[src/rtl/okvt_pkg.sv]
// Shared types and codes for the ordered key/value table.
// Holds the request and result item structs, action codes and the
// command/status structs between the controller and the datapath.
package okvt_pkg;

  // Default sizing, handed to the top level parameters.
  localparam int DEF_CAPACITY   = 256;
  localparam int DEF_KEY_BITS   = 32;
  localparam int DEF_VALUE_BITS = 32;

  // Action codes carried in the request item.
  localparam logic [2:0] ACT_INSERT   = 3'd0;
  localparam logic [2:0] ACT_UPDATE   = 3'd1;
  localparam logic [2:0] ACT_UPSERT   = 3'd2;
  localparam logic [2:0] ACT_ERASE    = 3'd3;
  localparam logic [2:0] ACT_LOOKUP   = 3'd4;
  localparam logic [2:0] ACT_READ_IDX = 3'd5;

  // How the datapath forms the pending result.
  localparam logic [1:0] RES_FAIL   = 2'd0;
  localparam logic [1:0] RES_OK     = 2'd1;
  localparam logic [1:0] RES_LOOKUP = 2'd2;
  localparam logic [1:0] RES_INDEX  = 2'd3;

  typedef struct packed {
    logic [2:0]  action;
    logic [31:0] key;
    logic [31:0] value;
    logic [7:0]  position;
  } request_t;

  typedef struct packed {
    logic        ok;
    logic [31:0] key_out;
    logic [31:0] value_out;
    logic [8:0]  entry_count;
  } result_t;

  // Commands from the controller to the datapath.
  typedef struct packed {
    logic       load_req;
    logic       scan;
    logic       shift;
    logic       idx_read;
    logic       wr_update;
    logic       wr_append;
    logic       dec_count;
    logic       res_set;
    logic [1:0] res_kind;
    logic       out_load;
  } cmd_t;

  // Status from the datapath to the controller.
  typedef struct packed {
    logic [2:0] action;
    logic       full;
    logic       pos_ok;
    logic       match;
    logic       scan_end;
    logic       shift_done;
    logic       out_free;
  } status_t;

endpackage

[src/rtl/okvt_ctrl.sv]
// Controller state machine of the ordered key/value table.
// Sequences dispatch, key scan, erase shift and result delivery. Uses okvt_pkg.
module okvt_ctrl (
  input  logic              clk,
  input  logic              rst,
  input  logic              request_valid,
  output logic              busy,
  input  okvt_pkg::status_t status,
  output okvt_pkg::cmd_t    cmd
);

  localparam logic [2:0] ST_IDLE     = 3'd0;
  localparam logic [2:0] ST_DISPATCH = 3'd1;
  localparam logic [2:0] ST_SCAN     = 3'd2;
  localparam logic [2:0] ST_SHIFT    = 3'd3;
  localparam logic [2:0] ST_IDXWAIT  = 3'd4;
  localparam logic [2:0] ST_DONE     = 3'd5;

  logic [2:0] state;
  logic [2:0] state_next;

  assign busy = (state != ST_IDLE);

  always_ff @(posedge clk) begin
    if (rst) begin
      state <= ST_IDLE;
    end else begin
      state <= state_next;
    end
  end

  always_comb begin
    cmd        = '0;
    state_next = state;
    unique case (state)
      ST_IDLE: begin
        if (request_valid) begin
          cmd.load_req = 1'b1;
          state_next   = ST_DISPATCH;
        end
      end
      ST_DISPATCH: begin
        unique case (status.action) inside
          okvt_pkg::ACT_INSERT: begin
            if (status.full) begin
              cmd.res_set  = 1'b1;
              cmd.res_kind = okvt_pkg::RES_FAIL;
              state_next   = ST_DONE;
            end else begin
              state_next = ST_SCAN;
            end
          end
          okvt_pkg::ACT_UPDATE, okvt_pkg::ACT_UPSERT, okvt_pkg::ACT_ERASE,
          okvt_pkg::ACT_LOOKUP: begin
            state_next = ST_SCAN;
          end
          okvt_pkg::ACT_READ_IDX: begin
            if (status.pos_ok) begin
              cmd.idx_read = 1'b1;
              state_next   = ST_IDXWAIT;
            end else begin
              cmd.res_set  = 1'b1;
              cmd.res_kind = okvt_pkg::RES_FAIL;
              state_next   = ST_DONE;
            end
          end
          default: begin
            cmd.res_set  = 1'b1;
            cmd.res_kind = okvt_pkg::RES_FAIL;
            state_next   = ST_DONE;
          end
        endcase
      end
      ST_SCAN: begin
        cmd.scan = 1'b1;
        if (status.match) begin
          unique case (status.action) inside
            okvt_pkg::ACT_UPDATE, okvt_pkg::ACT_UPSERT: begin
              cmd.wr_update = 1'b1;
              cmd.res_set   = 1'b1;
              cmd.res_kind  = okvt_pkg::RES_OK;
              state_next    = ST_DONE;
            end
            okvt_pkg::ACT_ERASE: begin
              state_next = ST_SHIFT;
            end
            okvt_pkg::ACT_LOOKUP: begin
              cmd.res_set  = 1'b1;
              cmd.res_kind = okvt_pkg::RES_LOOKUP;
              state_next   = ST_DONE;
            end
            default: begin
              cmd.res_set  = 1'b1;
              cmd.res_kind = okvt_pkg::RES_FAIL;
              state_next   = ST_DONE;
            end
          endcase
        end else if (status.scan_end) begin
          cmd.res_set = 1'b1;
          state_next  = ST_DONE;
          if ((status.action == okvt_pkg::ACT_INSERT ||
               status.action == okvt_pkg::ACT_UPSERT) && !status.full) begin
            cmd.wr_append = 1'b1;
            cmd.res_kind  = okvt_pkg::RES_OK;
          end else begin
            cmd.res_kind = okvt_pkg::RES_FAIL;
          end
        end
      end
      ST_SHIFT: begin
        cmd.shift = 1'b1;
        if (status.shift_done) begin
          cmd.dec_count = 1'b1;
          cmd.res_set   = 1'b1;
          cmd.res_kind  = okvt_pkg::RES_OK;
          state_next    = ST_DONE;
        end
      end
      ST_IDXWAIT: begin
        cmd.res_set  = 1'b1;
        cmd.res_kind = okvt_pkg::RES_INDEX;
        state_next   = ST_DONE;
      end
      ST_DONE: begin
        if (status.out_free) begin
          cmd.out_load = 1'b1;
          state_next   = ST_IDLE;
        end
      end
      default: begin
        state_next = ST_IDLE;
      end
    endcase
  end

endmodule

[config.mk]
export PLATFORM = sky130hd
export DESIGN_NAME = okvt_ctrl
export DESIGN_NICKNAME = d
export VERILOG_FILES = /design/src/rtl/okvt_pkg.sv /design/src/rtl/okvt_ctrl.sv
export SDC_FILE = /design/constraint.sdc
export NUM_CORES = 1
export LEC_CHECK = 0
export ABC_AREA = 1
export BUFFER_PORTS_ARGS = -buffer_cell sky130_fd_sc_hd__buf_2
export CORE_AREA = 2 2 39 41
export DETAILED_ROUTE_END_ITERATION = 16
export DIE_AREA = 0 0 41 43
export PLACE_DENSITY_LB_ADDON = 0.12
export SYNTH_ARGS = -nofsm -noshare
export SYNTH_HDL_FRONTEND = slang
export SYNTH_SLANG_ARGS = --single-unit
export TNS_END_PERCENT = 1
[constraint.sdc]
create_clock -name clk -period 1.2 [get_ports clk]
set_input_delay 0.06 -clock clk [delete_from_list [all_inputs] [get_ports clk]]
set_output_delay 0.06 -clock clk [all_outputs]
set_load 0.005 [all_outputs]
==> summary by stage, run 1 <==
Power and ir drop
For this design the static power due to leakage is between 0.3 and 0.4 nW. IR analysis of the VDD net gives a maximum drop of around 0.47 mV. The design draws a little under 0.7 mW. The total power per unit cell area is approximately 1100 nW/um^2.

STA
Derived from the worst setup path, the maximum achievable clock frequency is 751 MHz. The period utilization is 1.11. The transition at the pin with the smallest max-transition slack is about 250 ps. The final max-slew violation count is 0.

The final number of setup-violating endpoints is 6. Setup repair after global routing could not meet its margin everywhere. The routed design could run at a clock period as short as 1330 ps. Hold is met by between 150 and 200 ps.

Headroom to the max-slew limit came out at 0.831. For the final database, setup skew stands at 2.03 ps. The number of hold violations in the final report is 0.

After layout, the worst setup slack is -131 ps.

Run status
The final reports fail on negative setup slack. The flow ran to the end, but the final reports show violations.

GRT
The number of global-route vias before repair is 500. The total global routing track utilization is 0.145. The maximum number of pins on one net before global-route repair is 8. The first global-routing pass estimated approximately 1.8 mm of wire.

The aggregate global routing overflow is 0. The number of antenna violations at the first check in global routing was 0.

Worst setup path
On the worst path, the slowest cell contributes a delay of approximately 380 ps. The critical path buffer and inverter count is 3. The largest delay contributor family on the critical path is simple AND/OR/NAND/NOR gates.

The worst setup path is launched from a flip-flop. The arrival time at the worst endpoint is 1270 ps. In this design, the critical path's most frequently occurring cell is sky130_fd_sc_hd__nor2_4. In this run the worst path has a maximum fanout of 5. For the worst setup path, the data required time is approximately 1100 ps. The critical path goes through inv_4 -> nor2_4 -> nand2_4 -> nor2_4 -> nand4_1 -> inv_1 -> nor2_1 -> nand2_1 -> buf_2. The standard cell with the maximum stage delay on the critical path is sky130_fd_sc_hd__dfxtp_4.

The critical path in this run is classified as flip-flop to primary output. The endpoint kind of the worst setup timing path is a primary output.

Yosys
The post-synth design cell area is 387 um^2. The number of distinct library cells after synthesis is 17. The sequential area share after synthesis is 0.155. The synthesized netlist net count is 91.

A synthesized cell averages 4.89 um^2. In this run, synthesis produced a sequential element count of 3. The total number of yosys warnings is 0.

After technology mapping, the gate count stands at 79.

Run
The tool flagged a number of max-cap violations equal to 0.

Floorplan
The floorplan step set the die height to 43 um. The floorplan step defined a core boundary enclosing between 1000 and 1500 um^2. The floorplan die width is between 40 and 50 um. The number of cell rows is 14. The starting utilization of the core area is 0.279.

The floorplan die area is 1760 um^2. The number of top-level pins is 24.

Final layout
The top cell types in the final layout, fill and taps aside, are sky130_fd_sc_hd__buf_2 (23), sky130_fd_sc_hd__nand2_1 (21), sky130_fd_sc_hd__nor2_1 (16), sky130_fd_sc_hd__inv_1 (15), sky130_fd_sc_hd__nand3_1 (5). The antenna diode instance count is 0. Summing all non-filler instances in the final layout gives an area of 622 um^2. The largest registers in the layout are state: 3 flops. The most flop-heavy register is state. The flip-flop count of the largest register, all copies and words added is 3. The fraction of final layout cells with drive strength greater than 1 is 0.376. The number of nets in the final layout is 122. The synthesis-to-layout area growth is 60.8%. The library cell used most frequently in the layout, excluding fill and tap cells, is sky130_fd_sc_hd__buf_2.

The number of fillers in the final layout is between 150 and 200.

Routing
After detailed routing, the total wire length is between 1 and 1.5 mm. The detailed router placed 569 vias in this run. The number of remaining DRC errors is 0. The length of the first detailed-routing pass in iterations is 4. The post-route antenna net violation count is 0. The first-iteration detailed-routing DRC count is 9. Dividing the detail-routed via count by the number of cells gives 4.55. Dividing the detail-routed wire length by the instance count gives between 8 and 9 um.

Min path
The min-delay analysis places its worst path in the category input port to flip-flop.

Clock network
The clock passes through at most 2 buffers. The clock slew at the register clock pins of the worst setup and hold paths is 40 ps. The H-tree depth is 1.

The CTS tree is built. The tree is rooted in a sky130_fd_sc_hd__clkbuf_4. The tree built by TritonCTS fans out to 3 sinks. The number of clock buffers inserted by TritonCTS is 3. The clock latency on the worst-skew pair is between 200 and 250 ps.

Placed design
Timing analysis after detailed placement gives a worst setup slack of -22.9 ps. Once placement finished, the instance area stood at 529 um^2. The number of buffers inserted by port buffering is 23. The HPWL after detailed placement is 862 um.

The global placement routability congestion is 0.798.
-- synth_stat cells, drive strengths merged --
| master | number | share of area |
|---|---|---|
| nor3 | 2 | 0.026 |
| nand2 | 22 | 0.22 |
| o21ai | 5 | 0.074 |
| and2 | 1 | 0.016 |
| or2 | 1 | 0.016 |
| nand4 | 2 | 0.032 |
| nor4 | 1 | 0.016 |
| a21oi | 2 | 0.026 |
| dfxtp | 3 | 0.16 |
| nand3 | 5 | 0.065 |
| inv | 16 | 0.16 |
| nor2 | 19 | 0.20 |
-- cell families (layout without fill, tap and decap cells) --
kind of cell / count (synthesis) / in the layout / synth area share
simple gates: 53 / 53 / 0.589
buf+inv: 16 / 46 / 0.155
compound gates: 7 / 7 / 0.100
flops: 3 / 3 / 0.155
-- where the power goes --
| group | total, mW | internal (mW) | switching (mW) |
|---|---|---|---|
| clock | 0.190 | 0.125 | 0.0642 |
| combinational | 0.339 | 0.144 | 0.195 |
| sequential | 0.164 | 0.125 | 0.0387 |
| total | 0.693 | 0.395 | 0.298 |
-- tightest hold or removal path: stages --
cell,delay (ps)
sky130_fd_sc_hd__buf_2,70
sky130_fd_sc_hd__inv_1,40
sky130_fd_sc_hd__nand4_1,120
sky130_fd_sc_hd__a21oi_1,80
-- metrics by stage --
step / std cells / setup TNS (ps) / util
6_report: 125 / -403 / 0.449
2_1_floorplan: 79 / 0 / -
3_3_place_gp: 119 / -18.4 / 0.382
5_1_grt: 125 / -1040 / 0.449
3_5_place_dp: 119 / -22.9 / 0.382
4_1_cts: 124 / -549 / 0.424
-- layer usage --
layer	up-vias	track usage	part of all wire
li1	304	-	-
met3	2	0.0209	0.067
met2	18	0.225	0.47
met4	0	0.0800	0.014
met1	245	0.183	0.44
met5	-	0	0
-- final cells by class --
| cell class | count | area [um^2] | share of cell area |
|---|---|---|---|
| Tap cell | 16 | 20.0 | 0.0322 |
| Inverter | 16 | 62.6 | 0.101 |
| Multi-Input combinational cell | 60 | 307 | 0.493 |
| Sequential cell | 3 | 66.3 | 0.107 |
| Clock buffer | 4 | 26.3 | 0.0423 |
| Timing Repair Buffer | 26 | 140 | 0.225 |
-- final timing paths --
kind	from	endpoint	slack (ps)	cells after the start
hold reg to reg	state[0]$_SDFFE_PP0P_	state[2]$_SDFFE_PP0P_	590	2
setup reg to reg	state[1]$_SDFFE_PP0P_	state[2]$_SDFFE_PP0P_	20	8
hold / removal	status[0]	state[2]$_SDFFE_PP0P_	180	4
setup / recovery	state[1]$_SDFFE_PP0P_	cmd[1]	-130	9
-- repair_timing --
action                     in CTS  in global routing
setup endpoints to repair       7                 10
resized for setup               8                  7
cloned                          0                  0
hold endpoints to repair        1                  0
pin swaps                       0                  2
setup buffers                   0                  1
hold buffers                    1                  0
(Power assumes the default switching activity.)
==> run 2: changes to the inputs <==
Settings changed: GPL_TIMING_DRIVEN set to 0.
==> summary by stage, run 2 (synthesis gave the netlist of run 1 again) <==
STA
The post-route minimum period is around 1300 ps. Setup repair after global routing could not meet its margin everywhere. Adding up every negative setup slack in the final design gives -368 ps. The final number of setup-violating endpoints is 5. The headroom to the max-slew limit is 0.823. The fmax is roughly 750 MHz. The period utilization is 1.10.

The clock arrives with ~4.7 ps of skew. The final max-slew violation count is 0. The worst hold-check slack is around 170 ps. The number of hold violations in the final report came to 0. For the pin with the worst max-slew slack, the measured transition is between 200 and 300 ps. After layout, the worst setup slack is -125 ps.

Routing
The detail route stage leaves a number of antenna-violating nets equal to 0. The total wire length is between 1 and 1.5 mm. Dividing the detail-routed via count by the number of cells gives approximately 4.4. Dividing the detail-routed wire length by the instance count gives 8.12 um. In the routed design, unresolved DRC markers number 0. The first-iteration detailed-routing DRC count is 9. The first TritonRoute pass finished after 4 iterations.

The vias after detailed routing is ~540.

Power and ir drop
The leakage power of the design is 0.357 nW. Total power for the finished layout comes to about 0.67 mW. For this design the ratio of total power to cell area is 1080 nW/um^2. Across the VDD grid, the largest voltage drop is 0.500 mV.

Worst setup path
The maximum fanout count along the critical path is 5. The startpoint kind of the worst setup timing path is a flip-flop. In this run the register-to-register setup slack is approximately 20 ps. Among the stages of the critical path, the cell type that occurs most often is sky130_fd_sc_hd__nor2_4. The largest single stage delay on the critical path is between 300 and 400 ps. The standard cell with the maximum stage delay on the critical path is sky130_fd_sc_hd__dfxtp_4. The number of buffers and inverters on the critical path is 3. The type of the worst setup path is flip-flop to primary output.

Among cell families on the critical path, the largest total delay comes from simple AND/OR/NAND/NOR gates. Measured in cells, the most critical reg-to-reg path has a length of 8. In this run the critical register-to-register path is launched from state[1]$_SDFFE_PP0P_. The data required time at the worst endpoint is between 1000 and 1500 ps. The endpoint kind of the worst setup timing path is a primary output. The signal on the critical path passes through inv_2 -> nor2_4 -> nand2_4 -> nor2_4 -> nand4_1 -> inv_1 -> nor2_1 -> nand2_1 -> buf_2. The endpoint identified for the worst register-to-register timing path is state[2]$_SDFFE_PP0P_. Data arrives at the worst endpoint at 1270 ps.

Min path
The tightest min-delay check is of the input port to flip-flop type. The destination of the worst hold path is state[2]$_SDFFE_PP0P_. The source of the worst hold timing path is status[0].

The worst hold path passes through 4 cells.

Floorplan
From bottom edge to top edge, the die measures between 40 and 50 um. The starting utilization of the core area is 0.279. The number of top-level pins is 24.

The floorplan die width is between 40 and 50 um. Row generation in the floorplan step produced 14 rows. The floorplan core area is 1380 um^2. The die covers roughly 1800 um^2.

GRT
The number of antenna violations at the first check in global routing was 0. Entering global routing, the biggest net connects 8 pins. In the global route stage, overall resource usage came out at 0.130. The wire length of the first global-routing pass is between 1.5 and 2 mm.

The number of global-route vias before repair is ~440. Global routing finished with a remaining overflow of 0.

Final layout
The number of fillers in the final layout is 162. The most frequent standard cell in the layout excluding fill and tap cells is sky130_fd_sc_hd__buf_2. With fillers left out, the area of the finished cells amounts to between 600 and 700 um^2.

The antenna diode instance count is 0. The largest registers in the layout are state: 3 flops. The synthesis-to-layout area growth is 60.2%.

The top cell types in the final layout, fill and taps aside, are sky130_fd_sc_hd__buf_2 (23), sky130_fd_sc_hd__nand2_1 (21), sky130_fd_sc_hd__nor2_1 (16), sky130_fd_sc_hd__inv_1 (15), sky130_fd_sc_hd__nand3_1 (5). The register with the most flip-flops in the layout has 3 of them. More flip-flops sit in one register than any other, and that register is state.

Of the cells placed in the final design, the portion with a size suffix greater than 1 is 0.370. The number of nets in the final layout is around 120.

Clock network
The H-tree depth is 1. Clock-pin slew was measured on the worst setup and hold paths at roughly 40 ps. The clock latency on the worst-skew pair is ~230 ps. Counting along the longest clock path gives a buffer depth of 2. The CTS tree is built.

The total number of clock tree sinks is 3. The root buffer cell is sky130_fd_sc_hd__clkbuf_4. The number of clock buffers inserted by TritonCTS is 3.

Placed design
The worst-case setup slack after placement is -8.98 ps. Buffers placed on the I/O ports in this run total 23. The area after detailed placement is ~520 um^2. The half-perimeter wire length after placement is about 840 um.

The congestion estimate from routability-driven global placement came to 0.737.

Run status
The run finished, with violations left. The final reports fail on negative setup slack.

Run
Across the run, the number of max-cap violations was 0.
## run 2: cell count changes in the layout (fill, tap and decap cells not counted)
cell                      previous run  this run
sky130_fd_sc_hd__inv_2               0         1
sky130_fd_sc_hd__o21ai_1             3         2
sky130_fd_sc_hd__inv_4               1         0
sky130_fd_sc_hd__buf_4               2         1
sky130_fd_sc_hd__o21ai_2             1         0
sky130_fd_sc_hd__o21ai_0             1         2
sky130_fd_sc_hd__o21ai_4             0         1
## run 2: final cells by class
type | instances | area (um^2) | area share
timing repair buffer | 25 | 133 | 0.214
sequential | 3 | 66.3 | 0.107
inverter | 16 | 60.1 | 0.0970
clock buffer | 4 | 26.3 | 0.0424
tap | 16 | 20.0 | 0.0323
multi-input combinational | 60 | 314 | 0.507
## run 2: worst min-delay path, delay by kind of cell
family	cells	cell delay (ps)
and+or+nand+nor	1	110
AOI/OAI and AO/OA	1	70
buffers and inverters	2	110
## run 2: repair_timing
action,CTS,global route
endpoints found under the hold margin,2,0
setup endpoints to repair,6,10
buffers inserted,1,0
hold buffers,1,0
gates resized for setup,9,5
pin swaps,2,0
## run 2: per-stage QoR
stage | util | cells
floorplan | - | 79
global placement | 0.377 | 118
detailed placement | 0.377 | 118
CTS | 0.431 | 124
global route | 0.448 | 124
finish | 0.448 | 124
## run 2: routing by layer
metal / global-route usage / vias up / part of all wire
li1: - / 303 / -
met1: 0.186 / 226 / 0.49
met2: 0.188 / 15 / 0.46
met3: 0.0471 / 0 / 0.053
met4: 0.0200 / 0 / 0
met5: 0 / - / 0
## run 2: worst max-delay path by stage
stage / startpoint / endpoint / cells after the start
after floorplan: state[1]$_SDFFE_PP0P_ / cmd[1] / 6
after global placement: state[1]$_SDFFE_PP0P_ / cmd[1] / 9
after detailed placement: state[0]$_SDFFE_PP0P_ / cmd[7] / 5
after CTS: state[1]$_SDFFE_PP0P_ / cmd[1] / 9
after global routing: state[1]$_SDFFE_PP0P_ / cmd[1] / 9
final: state[1]$_SDFFE_PP0P_ / cmd[1] / 9
## run 2: power by group
part | switching, mW | total, mW | internal (mW) | leakage, nW
Combinational | 0.185 | 0.326 | 0.141 | 0.316
Clock | 0.0561 | 0.181 | 0.125 | 0.0150
Sequential | 0.0368 | 0.162 | 0.125 | 0.0261
